**src/rtl/i2c_register_transaction_master_assert.svh**
```systemverilog
// Assertion helpers shared by the RTL. Both expect signals named clock and
// reset in the module that uses them.
`ifndef I2C_REGISTER_TRANSACTION_MASTER_ASSERT_SVH
`define I2C_REGISTER_TRANSACTION_MASTER_ASSERT_SVH

// same-cycle implication
`define I2CRTM_ASSERT_IMPLY(label, ante, cons) \
   label: assert property (@(posedge clock) disable iff (reset) (ante) |-> (cons)) \
      else $error("assertion failed");

// next-cycle implication
`define I2CRTM_ASSERT_NEXT(label, ante, cons) \
   label: assert property (@(posedge clock) disable iff (reset) (ante) |=> (cons)) \
      else $error("assertion failed");

`endif

```
**src/rtl/i2crtm_pkg.sv**
```systemverilog
package i2crtm_pkg;

   // command codes
   localparam logic [1:0] CMD_TICK  = 2'd0;
   localparam logic [1:0] CMD_WRITE = 2'd1;
   localparam logic [1:0] CMD_READ  = 2'd2;
   localparam logic [1:0] CMD_BURST = 2'd3;

   // configuration register indexes
   localparam int unsigned CSR_INDEX_W = 3;
   localparam int unsigned CSR_DATA_W  = 10;
   localparam logic [CSR_INDEX_W-1:0] CSR_DEVICE_ADDR   = 3'd0;
   localparam logic [CSR_INDEX_W-1:0] CSR_BURST_START   = 3'd1;
   localparam logic [CSR_INDEX_W-1:0] CSR_BURST_LENGTH  = 3'd2;
   localparam logic [CSR_INDEX_W-1:0] CSR_ACK_TIMEOUT   = 3'd3;
   localparam logic [CSR_INDEX_W-1:0] CSR_HALF_PERIOD   = 3'd4;

   // reset values
   localparam logic [7:0] RST_DEVICE_ADDR  = 8'd166;
   localparam logic [7:0] RST_BURST_START  = 8'd50;
   localparam logic [5:0] RST_BURST_LENGTH = 6'd6;
   localparam logic [9:0] RST_ACK_TIMEOUT  = 10'd250;
   localparam logic [9:0] RST_HALF_PERIOD  = 10'd5;

   typedef struct packed {
      logic [1:0] cmd;
      logic [7:0] reg_addr;
      logic [7:0] write_data;
      logic       sda_in;
   } req_type;

   typedef struct packed {
      logic       scl_level;
      logic       sda_pull_low;
      logic       busy_res;
      logic       read_valid;
      logic [7:0] read_data;
      logic       read_last;
      logic       done_res;
      logic       nack_error;
   } rsp_type;

   typedef struct packed {
      logic [7:0] device_write_address;
      logic [7:0] burst_start_register;
      logic [5:0] burst_length;
      logic [9:0] ack_timeout_ticks;
      logic [9:0] half_period_ticks;
   } cfg_type;

endpackage

```
**src/rtl/i2crtm_core.sv**
```systemverilog
`include "i2c_register_transaction_master_assert.svh"

module i2crtm_core (
   input  logic               clock,
   input  logic               reset,
   input  logic               step,
   input  i2crtm_pkg::req_type req_word,
   input  i2crtm_pkg::cfg_type cfg,
   output i2crtm_pkg::rsp_type rsp_word
);
   import i2crtm_pkg::*;

   typedef enum logic [3:0] {
      PH_IDLE, PH_START_HI, PH_START_FALL, PH_START_LOW,
      PH_TX_LOW, PH_TX_HIGH, PH_ACK_LOW, PH_ACK_WAIT,
      PH_RX_LOW, PH_RX_HIGH, PH_MACK_LOW, PH_MACK_HIGH,
      PH_STOP_LOW, PH_STOP_HIGH, PH_STOP_REL, PH_RSTART_LOW
   } phase_type;

   phase_type  phase_ff, phase_in;
   logic [9:0] tick_ff, tick_in;
   logic [3:0] bit_ff, bit_in;
   logic [7:0] shift_ff, shift_in;
   logic [5:0] byte_ff, byte_in;
   logic [9:0] tmo_ff, tmo_in;
   logic [1:0] kind_ff, kind_in;
   logic [7:0] lreg_ff, lreg_in;
   logic [7:0] ldata_ff, ldata_in;

   logic [9:0]  half;
   logic [9:0]  tmo_limit;
   logic [10:0] tick_inc;
   logic        ends;
   logic [9:0]  tick_adv;
   logic [3:0]  bit_inc;
   logic [5:0]  byte_inc;
   logic [5:0]  read_len;
   logic        is_last;
   logic [9:0]  tmo_inc;
   logic [7:0]  rx_shift;
   logic        is_read;

   always_comb begin
      half      = (cfg.half_period_ticks == '0) ? 10'd1 : cfg.half_period_ticks;
      tmo_limit = (cfg.ack_timeout_ticks == '0) ? 10'd1 : cfg.ack_timeout_ticks;
      tick_inc  = {1'b0, tick_ff} + 11'd1;
      ends      = tick_inc >= {1'b0, half};
      tick_adv  = ends ? 10'd0 : tick_inc[9:0];
      bit_inc   = bit_ff + 4'd1;
      byte_inc  = byte_ff + 6'd1;
      if (kind_ff == CMD_BURST) begin
         read_len = (cfg.burst_length == '0) ? 6'd1 : cfg.burst_length;
      end else begin
         read_len = 6'd1;
      end
      is_last  = byte_inc >= read_len;
      tmo_inc  = tmo_ff + 10'd1;
      rx_shift = {shift_ff[6:0], req_word.sda_in};
      is_read  = (kind_ff == CMD_READ) || (kind_ff == CMD_BURST);

      phase_in = phase_ff;
      tick_in  = tick_ff;
      bit_in   = bit_ff;
      shift_in = shift_ff;
      byte_in  = byte_ff;
      tmo_in   = tmo_ff;
      kind_in  = kind_ff;
      lreg_in  = lreg_ff;
      ldata_in = ldata_ff;

      rsp_word = '0;
      rsp_word.scl_level = 1'b1;

      case (phase_ff)
         PH_START_HI: begin
            tick_in = tick_adv;
            if (ends) phase_in = PH_START_FALL;
         end
         PH_START_FALL: begin
            rsp_word.sda_pull_low = 1'b1;
            tick_in = tick_adv;
            if (ends) phase_in = PH_START_LOW;
         end
         PH_START_LOW: begin
            rsp_word.scl_level    = 1'b0;
            rsp_word.sda_pull_low = 1'b1;
            tick_in = tick_adv;
            if (ends) begin
               bit_in   = '0;
               phase_in = PH_TX_LOW;
            end
         end
         PH_TX_LOW: begin
            rsp_word.scl_level    = 1'b0;
            rsp_word.sda_pull_low = ~shift_ff[7];
            tick_in = tick_adv;
            if (ends) phase_in = PH_TX_HIGH;
         end
         PH_TX_HIGH: begin
            rsp_word.sda_pull_low = ~shift_ff[7];
            tick_in = tick_adv;
            if (ends) begin
               shift_in = {shift_ff[6:0], 1'b0};
               bit_in   = bit_inc;
               if (bit_inc >= 4'd8) begin
                  tmo_in   = '0;
                  phase_in = PH_ACK_LOW;
               end else begin
                  phase_in = PH_TX_LOW;
               end
            end
         end
         PH_ACK_LOW: begin
            rsp_word.scl_level = 1'b0;
            tick_in = tick_adv;
            if (ends) phase_in = PH_ACK_WAIT;
         end
         PH_ACK_WAIT: begin
            tick_in = '0;
            if (!req_word.sda_in) begin
               // slave acked: pick the next byte of the sequence
               byte_in = byte_inc;
               bit_in  = '0;
               if (byte_inc == 6'd1) begin
                  shift_in = lreg_ff;
                  phase_in = PH_TX_LOW;
               end else if (kind_ff == CMD_WRITE && byte_inc == 6'd2) begin
                  shift_in = ldata_ff;
                  phase_in = PH_TX_LOW;
               end else if (is_read && byte_inc == 6'd2) begin
                  shift_in = cfg.device_write_address + 8'd1;
                  phase_in = PH_RSTART_LOW;
               end else if (is_read && byte_inc == 6'd3) begin
                  byte_in  = '0;
                  shift_in = '0;
                  phase_in = PH_RX_LOW;
               end else begin
                  phase_in = PH_STOP_LOW;
               end
            end else begin
               tmo_in = tmo_inc;
               if (tmo_inc >= tmo_limit) begin
                  // abort: cleared kind flags the error at stop
                  kind_in  = CMD_TICK;
                  phase_in = PH_STOP_LOW;
               end
            end
         end
         PH_RSTART_LOW: begin
            rsp_word.scl_level = 1'b0;
            tick_in = tick_adv;
            if (ends) phase_in = PH_START_HI;
         end
         PH_RX_LOW: begin
            rsp_word.scl_level = 1'b0;
            tick_in = tick_adv;
            if (ends) phase_in = PH_RX_HIGH;
         end
         PH_RX_HIGH: begin
            tick_in = tick_adv;
            if (ends) begin
               shift_in = rx_shift;
               bit_in   = bit_inc;
               if (bit_inc >= 4'd8) begin
                  rsp_word.read_valid = 1'b1;
                  rsp_word.read_data  = rx_shift;
                  rsp_word.read_last  = is_last;
                  phase_in = PH_MACK_LOW;
               end else begin
                  phase_in = PH_RX_LOW;
               end
            end
         end
         PH_MACK_LOW: begin
            rsp_word.scl_level    = 1'b0;
            rsp_word.sda_pull_low = ~is_last;
            tick_in = tick_adv;
            if (ends) phase_in = PH_MACK_HIGH;
         end
         PH_MACK_HIGH: begin
            rsp_word.sda_pull_low = ~is_last;
            tick_in = tick_adv;
            if (ends) begin
               if (is_last) begin
                  phase_in = PH_STOP_LOW;
               end else begin
                  byte_in  = byte_inc;
                  bit_in   = '0;
                  shift_in = '0;
                  phase_in = PH_RX_LOW;
               end
            end
         end
         PH_STOP_LOW: begin
            rsp_word.scl_level    = 1'b0;
            rsp_word.sda_pull_low = 1'b1;
            tick_in = tick_adv;
            if (ends) phase_in = PH_STOP_HIGH;
         end
         PH_STOP_HIGH: begin
            rsp_word.sda_pull_low = 1'b1;
            tick_in = tick_adv;
            if (ends) phase_in = PH_STOP_REL;
         end
         PH_STOP_REL: begin
            tick_in = tick_adv;
            if (ends) begin
               rsp_word.done_res   = 1'b1;
               rsp_word.nack_error = (kind_ff == CMD_TICK);
               phase_in = PH_IDLE;
            end
         end
         default: begin
            phase_in = PH_IDLE;
            if (req_word.cmd != CMD_TICK) begin
               kind_in  = req_word.cmd;
               lreg_in  = (req_word.cmd == CMD_BURST) ? cfg.burst_start_register
                                                      : req_word.reg_addr;
               ldata_in = req_word.write_data;
               shift_in = cfg.device_write_address;
               bit_in   = '0;
               byte_in  = '0;
               tmo_in   = '0;
               tick_in  = '0;
               phase_in = PH_START_HI;
            end
         end
      endcase

      rsp_word.busy_res = (phase_in != PH_IDLE);
   end

   always_ff @(posedge clock) begin
      if (reset) begin
         phase_ff <= PH_IDLE;
         tick_ff  <= '0;
         bit_ff   <= '0;
         shift_ff <= '0;
         byte_ff  <= '0;
         tmo_ff   <= '0;
         kind_ff  <= '0;
         lreg_ff  <= '0;
         ldata_ff <= '0;
      end else if (step) begin
         phase_ff <= phase_in;
         tick_ff  <= tick_in;
         bit_ff   <= bit_in;
         shift_ff <= shift_in;
         byte_ff  <= byte_in;
         tmo_ff   <= tmo_in;
         kind_ff  <= kind_in;
         lreg_ff  <= lreg_in;
         ldata_ff <= ldata_in;
      end
   end

   `I2CRTM_ASSERT_IMPLY(a_done_idle, rsp_word.done_res, !rsp_word.busy_res)
   `I2CRTM_ASSERT_IMPLY(a_err_with_done, rsp_word.nack_error, rsp_word.done_res)
   `I2CRTM_ASSERT_NEXT(a_cmd_starts,
      step && phase_ff == PH_IDLE && req_word.cmd != CMD_TICK, phase_ff == PH_START_HI)

endmodule

```
**src/rtl/i2c_register_transaction_master.sv**
```systemverilog
// I2C master for register write, register read and burst read transactions.
// Request channel (req_valid / req_stall / req_data): one word per bus timing
// tick, carrying a command and the sampled SDA level. A command other than
// tick-only starts a transaction when the master is idle; commands seen
// while busy are ignored, so the source keeps sending ticks.
// Response channel (rsp_valid / rsp_stall / rsp_data): exactly one word per
// request word, in order, holding the SCL level, the SDA pull-down, busy,
// any received byte, and the done / nack pulses.
// Each response word is registered, in the output register or the skid.
// Throughput: one word per cycle while rsp_stall is low; the sequencer
// computes combinationally and its result lands in the output register.
// When the receiver stalls, the output register holds and one more request
// is parked in a skid register; after that req_stall rises until the
// response drains.
// csr_*: register writes, taken any cycle the write enable is high; only
// meant while the master is idle.
// Reset (synchronous, active high): sequencer idle, registers at defaults,
// both buffers empty.
`include "i2c_register_transaction_master_assert.svh"

module i2c_register_transaction_master (
   input  logic                                   clock,
   input  logic                                   reset,
   input  logic                                   req_valid,
   output logic                                   req_stall,
   input  i2crtm_pkg::req_type                    req_data,
   output logic                                   rsp_valid,
   input  logic                                   rsp_stall,
   output i2crtm_pkg::rsp_type                    rsp_data,
   input  logic                                   csr_write_en,
   input  logic [i2crtm_pkg::CSR_INDEX_W-1:0]     csr_index,
   input  logic [i2crtm_pkg::CSR_DATA_W-1:0]      csr_write_data
);
   import i2crtm_pkg::*;

   cfg_type cfg_ff;
   rsp_type step_rsp;
   rsp_type out_ff;
   rsp_type skid_ff;
   logic    out_valid_ff;
   logic    skid_valid_ff;
   logic    accept;
   logic    pop;

   // a word is taken whenever the skid slot is free
   assign accept    = req_valid && !skid_valid_ff;
   assign req_stall = skid_valid_ff;
   assign pop       = out_valid_ff && !rsp_stall;
   assign rsp_valid = out_valid_ff;
   assign rsp_data  = out_ff;

   // configuration registers
   always_ff @(posedge clock) begin
      if (reset) begin
         cfg_ff.device_write_address <= RST_DEVICE_ADDR;
         cfg_ff.burst_start_register <= RST_BURST_START;
         cfg_ff.burst_length         <= RST_BURST_LENGTH;
         cfg_ff.ack_timeout_ticks    <= RST_ACK_TIMEOUT;
         cfg_ff.half_period_ticks    <= RST_HALF_PERIOD;
      end else if (csr_write_en) begin
         case (csr_index)
            CSR_DEVICE_ADDR:  cfg_ff.device_write_address <= csr_write_data[7:0];
            CSR_BURST_START:  cfg_ff.burst_start_register <= csr_write_data[7:0];
            CSR_BURST_LENGTH: cfg_ff.burst_length         <= csr_write_data[5:0];
            CSR_ACK_TIMEOUT:  cfg_ff.ack_timeout_ticks    <= csr_write_data;
            CSR_HALF_PERIOD:  cfg_ff.half_period_ticks    <= csr_write_data;
            default: ;
         endcase
      end
   end

   // bus sequencer: state advances once per accepted word
   i2crtm_core u_core (
      .clock    (clock),
      .reset    (reset),
      .step     (accept),
      .req_word (req_data),
      .cfg      (cfg_ff),
      .rsp_word (step_rsp)
   );

   // output register plus one skid slot
   always_ff @(posedge clock) begin
      if (reset) begin
         out_valid_ff  <= 1'b0;
         skid_valid_ff <= 1'b0;
      end else if (!out_valid_ff || pop) begin
         if (skid_valid_ff) begin
            out_valid_ff  <= 1'b1;
            skid_valid_ff <= 1'b0;
         end else begin
            out_valid_ff <= accept;
         end
      end else if (accept) begin
         skid_valid_ff <= 1'b1;
      end
   end

   always_ff @(posedge clock) begin
      if (!out_valid_ff || pop) begin
         out_ff <= skid_valid_ff ? skid_ff : step_rsp;
      end else if (accept) begin
         skid_ff <= step_rsp;
      end
   end

   `I2CRTM_ASSERT_IMPLY(a_skid_behind_out, skid_valid_ff, out_valid_ff)
   `I2CRTM_ASSERT_NEXT(a_skid_fills, accept && out_valid_ff && rsp_stall, skid_valid_ff)
   `I2CRTM_ASSERT_NEXT(a_skid_drains, !out_valid_ff || !rsp_stall, !skid_valid_ff)

endmodule
```
**config.mk**
```make
export PLATFORM = sky130hd
export DESIGN_NAME = i2c_register_transaction_master
export DESIGN_NICKNAME = d
export VERILOG_FILES = /design/src/rtl/i2crtm_pkg.sv /design/src/rtl/i2crtm_core.sv /design/src/rtl/i2c_register_transaction_master.sv
export VERILOG_INCLUDE_DIRS = /design/src /design/src/rtl
export SDC_FILE = /design/constraint.sdc
export NUM_CORES = 1
export LEC_CHECK = 0
export ABC_AREA = 1
export BUFFER_PORTS_ARGS = -buffer_cell sky130_fd_sc_hd__buf_4
export CELL_PAD_IN_SITES_DETAIL_PLACEMENT = 0
export CELL_PAD_IN_SITES_GLOBAL_PLACEMENT = 1
export CORE_AREA = 8 8 139 141
export CTS_CLUSTER_SIZE = 14
export DETAILED_ROUTE_END_ITERATION = 8
export DIE_AREA = 0 0 147 149
export GPL_TIMING_DRIVEN = 1
export PLACE_DENSITY_LB_ADDON = 0.1
export SYNTH_ARGS = -nofsm -noshare
export SYNTH_HDL_FRONTEND = slang
export SYNTH_SLANG_ARGS = --single-unit
export TNS_END_PERCENT = 30
```
**constraint.sdc**
```tcl
create_clock -name clock -period 3.4 [get_ports clock]
set_input_delay 0 -clock clock [delete_from_list [all_inputs] [get_ports clock]]
set_output_delay 0 -clock clock [all_outputs]
set_load 0.005 [all_outputs]
```
Word-level counts from Yosys, hierarchy flattened. Index checks and enable logic that the tools add are counted.

Register bits after elaboration: 134. Latch bits: 0. Memory bits (writable): 0. Memory bits (read-only): 0. Input bits: 37. Output and inout port bits: 17. Memories kept: 0.

Add/subtract/negate cells: 5. Multiply operators: 0. Divide/modulo/power cells: 0. $lt $le $gt $ge: 4. Equality and inequality tests: 37. Shift-type cells: 0. Mux-type cells: 77. Bitwise logic cells: 9. Reduce and logical (&&, ||, !) cells: 48.

Operators with widths (number): $mux 10 (10); $mux 4 (25); $mux 8 (11); $mux 6 (10); $pmux 4 s15 (1); $pmux 8 s5 (1); $eq 4x4->1 const B (8); $pmux 10 s3 (1); $reduce_or 13->1 (2); $logic_not 10->1 (2); $pmux 10 s2 (1); $pmux 4 s5 (1); $pmux 6 s3 (1); $eq 4x3->1 const B (4); $mux 15 (1); $reduce_or 15->1 (1); $mux 2 (7); $ne 2x1->1 const B (7); $reduce_and 2->1 (7); $reduce_or 14->1 (1); $eq 6x2->1 const B (2); $reduce_and 6->1 (2); $add 10x1->11 const B (1); $ge 11x10->1 (1); other kinds (41) (72).

Longest topological paths before layout.
Depth in word-level cells: 11. Mapped depth: 21.

Cells and area by module. A second synthesis with hierarchy kept.

Cells, all modules: 1144. Area, all modules: 7753.7 um2.

Modules (own cells, without submodules): i2crtm_core (times used 1, cells each 821, area an instance 4961.0 um2); i2c_register_transaction_master (times used 1, cells each 323, area an instance 2792.7 um2).

Worst setup path after synthesis. No wires, ideal clock.

Path kind: register to register. From: register u_core.tick_ff[0]. To: register out_ff, in the netlist rsp_data[12], data pin. Setup time: 0.253 ns. Data arrival time: 2.518 ns. Slack: 0.629 ns. Cell stages (with the launch flop): 19. Path buffers: 1. Cell sequence: dfxtp_1 > ha_1 > nand3_1 > nor2_1 > xor2_1 > ha_1 > nand2_1 > inv_1 > a21oi_1 > nand2_1 > nand2_1 > nand2_2 > buf_2 > o21ai_0 > nand3_1 > nor2_1 > nand3_1 > nand2_1 > nand2_1.

RTL lines: from (decl) (RTL line i2crtm_core.sv:21) `logic [9:0] tick_ff, tick_in;`; from (signal assigned) (RTL line i2crtm_core.sv:246) `tick_ff <= tick_in;`; to (signal assigned) (RTL line i2c_register_transaction_master.sv:101) `out_ff <= skid_valid_ff ? skid_ff : step_rsp;`; to (decl) (RTL line i2c_register_transaction_master.sv:38) `rsp_type out_ff;`.

==> impl_results.md <==
- Worst supply voltage drop on vdd: around 0.35 mV
- Startpoint Class: flip-flop
- Top post-synthesis cells by area: dfxtp_1, edfxtp_1, nand2_1
- Total power per unit cell area: 504.1 mW/mm2
- Final wirelength: 20.45 mm
- Slowest cell delay on critical path: around 0.50 ns
- Global routing usage summed across all routing layers: 19.37%
- Clock insertion delay at the later pin of the skew report: between 0.4 and 0.5 ns
- Top achievable clock speed: approximately 320 MHz
- Proportion of synthesized chip area in sequential cells: about two fifths
- Worst-path clk slew: 0.06 ns
- Reg2Reg Capture Point: rsp_data[12]
- Global-route wire length before repair: 34.28 mm
- Setup slack of the worst register-to-register path: between 0.2 and 0.3 ns
- Run status: completed
- Design Area, Final: around 0.0090 mm2
- Post-route DRC violation count: 0
- Net count after synthesis: roughly 1100
- Number of cells in the finished layout apart from fillers: 1349
- Die outline area: 0.02190 mm2
- Worst Path Arrival: approximately 3.3 ns
- Crit path buffers/inverters: 3
- Synthesized instance count: 1026
- Crit-path leading delay family: simple AND/OR/NAND/NOR gates
- Final-layout setup total negative slack: 0 ns
- Largest net degree at the start of global routing: between 40 and 50
- Initial core utilization: around 43%
- Buffers added on ports: 53
- Cells traversed along the worst timing path: inv_1 > nor4_1 > nand3_1 > nor2_1 > xor2_1 > inv_1 > ha_1 > nand2_1 > nor2_1 > nand3_1 > nand4_1 > nand2_1 > nand2_1 > inv_1 > nor2_1 > nand3_1 > nand2_1 > nand2_1
- Max-slew violation count: 0
- Die Height: about 150 um
- Final Critical Period: between 3 and 4 ns
- Hold Slack: approximately 0.065 ns
- Per-cell via count in the routed design: between 5 and 6
- Flip-flop and latch area: roughly 0.0030 mm2
- Final clock period utilization by the worst path: between 90% and 100%
- Combined area of the multi-input logic cells: between 0.003 and 0.004 mm2
- Filler Cells Inserted: 1684
- Syn_area_per_cell: between 7 and 8 um2
- Post-route worst setup slack: 0.2888 ns
- Post-DP HPWL: 15.29 mm
- Horiz. Die Dim: between 100 and 150 um
- Final routed wire length divided by cell count: 15.16 um
- Required time of the worst setup path: 3.58 ns
- Yosys synthesis warning count: 0
- Unrepaired setup endpoints after global routing: no
- Number of clock buffers inserted by TritonCTS: 17
- CTS tree: done
- Site Rows: 48
- Worst min-delay path endpoint: cfg_ff[37]
- H-tree lvl count: 4
- Crit-path slowest cell: nor4_1
- Placed inst area: 0.008026 mm2
- Post-synth top area cell: dfxtp_1
- Number of cells on the worst reg-to-reg path: 18
- Launching point of the worst reg2reg path: u_core.tmo_ff[2]
- Total placed cells including tap cells: 1285
- Crit Path Max Fanout: 3
- Element type at the critical path end: flip-flop
- Most common cell type on the critical path: nand2_1
- Hold violation total from the final report: 0
- Final core utilization: 52.82%
- Number of antenna violations at the first check in global routing: 0
- Register bit total from synthesis: roughly 130
- Final Net Count: 1182
- Max-cap viol count: 0
- Post-synth EDFFs: 30
- Pre-CTS WS: ~0.34 ns
- Ant. Diodes: 0
- Overall overflow remaining after global route: 0
- Worst slew margin relative to its limit: 39.59%
- Fraction of registers with async set or reset after synthesis: 0%
- Root buffer cell: clkbuf_16
- Vias in the first global route: 6722
- Count of endpoints failing setup in the final report: 0
- Final Power: roughly 4.5 mW
- First-pass iteration count of the detailed router: 5
- Hold Crit Depth: 4
- Total number of vias: 6795
- Start point of the worst min-delay path: csr_index[2]
- Critical path launch point: u_core.tmo_ff[2]
- Post-synthesis instance area: 0.007411 mm2
- Number of nets with antenna violations after detailed routing: 0
- Routability Congestion: roughly 0.9
- Number of unique standard cell types used by synthesis: 45
- Worst hold path class: in2reg
- Main synth FF type: dfxtp_1
- Classification of the worst setup path: reg2reg
- Pin slew with the least headroom to its limit: about 0.91 ns
- Largest buffer count on any clock path: 2
- Area growth syn-to-layout: 21.56%
- Worst clock skew: ~0.0068 ns
- CTS sink cnt: roughly 130
- Count of boundary I/O pins: 54
- Leak: 4.004 nW
- Fraction of layout cells with a size suffix above 1: 12.90%
- Core area: approximately 0.017 mm2
- Area share of the largest cell type after synthesis: between 20 and 30%
- Initial DRC Count: between 400 and 500
==> kinds of logic after synthesis <==
kind of cell / Yosys count / synth area share (%)
buffers and inverters: 159 / 8.256
DFF: 134 / 40.25
adders and majority gates: 34 / 5.740
and+or+nand+nor: 471 / 27.52
xor gates and xnor gates: 21 / 2.482
AOI/OAI and AO/OA: 207 / 15.75
==> registers in the layout, summed over array words and instances (netlist names) <==
register,count
cfg_ff,42
req_stall,1
rsp_data,15
rsp_valid,1
skid_ff,15
u_core.bit_ff,4
u_core.byte_ff,6
u_core.kind_ff,2
u_core.ldata_ff,8
u_core.lreg_ff,8
u_core.phase_ff,4
u_core.shift_ff,8
u_core.tick_ff,10
u_core.tmo_ff,10
==> area by class of cell <==
| type | instances | area share, % |
|---|---|---|
| Multi-Input combinational cell | 733 | 42.44 |
| Sequential cell | 134 | 33.11 |
| Timing Repair Buffer | 91 | 8.472 |
| Inverter | 134 | 5.583 |
| Clock buffer | 17 | 4.722 |
| Tap cell | 225 | 3.125 |
| Clock inverter | 15 | 2.542 |
==> worst max path at each step <==
stage | endpoint | slack (ns) | depth (start not counted)
2_1_floorplan | rsp_data[12] | 0.63 | 18
3_3_place_gp | rsp_data[12] | 0.41 | 19
3_5_place_dp | rsp_data[12] | 0.34 | 18
4_1_cts | rsp_data[12] | 0.31 | 18
5_1_grt | rsp_data[12] | 0.01 | 18
6_report | rsp_data[12] | 0.29 | 18
==> what timing repair did <==
| action | 4_1_cts | 5_1_grt |
|---|---|---|
| setup endpoints to repair | 0 | 9 |
| gates resized for setup | 0 | 2 |
| hold buffers | 32 | 0 |
| hold endpoints to repair | 62 | 0 |
| buffers inserted | 0 | 0 |
==> cell usage in the layout (no fill, tap or decap), drive strengths merged <==
cell type / instances
nand2: 240
nor2: 142
inv: 133
dfxtp: 104
o21ai: 84
a21oi: 82
buf: 59
nand3: 57
ha: 34
dlygate4sd3: 32
edfxtp: 30
a211oi: 19
clkbuf: 17
xor2: 16
nand4: 13
nor3: 10
o211ai: 9
clkinv: 8
xnor2: 5
bufinv: 5
nor4: 4
a31oi: 3
or2: 3
clkinvlp: 3
o22ai: 2
o221ai: 2
o21bai: 1
a31o: 1
a211o: 1
o31ai: 1
a21o: 1
and3: 1
o21a: 1
nand3b: 1
==> power by group <==
part	internal [mW]	switching (mW)	total, mW
Sequential	1.73	0.0807	1.81
Clock	1.31	0.738	2.04
Combinational	0.258	0.433	0.691
==> per-layer routing <==
metal / GRT usage [%] / routed length, um
met3: 3.732 / 802
met4: 6.272 / 365
met5: 0 / 0
met1: 25.51 / 10060
met2: 31.47 / 9217
==> Yosys cell counts, types with 13 or more instances <==
cell type,count
nand2_1,230
inv_1,116
xor2_1,16
nand4_1,13
edfxtp_1,30
clkbuf_1,18
nand3_1,54
dfxtp_1,104
ha_1,34
inv_2,16
o21ai_0,75
a21oi_1,78
a211oi_1,19
nor2_1,129
==> tightest hold or removal path: cells and delay by family <==
kind	cells	cell delay (ns)
AOI/OAI and AO/OA	1	0.09
buffers and inverters	1	0.08
and+or+nand+nor	2	0.25
(Power assumes the default switching activity.)
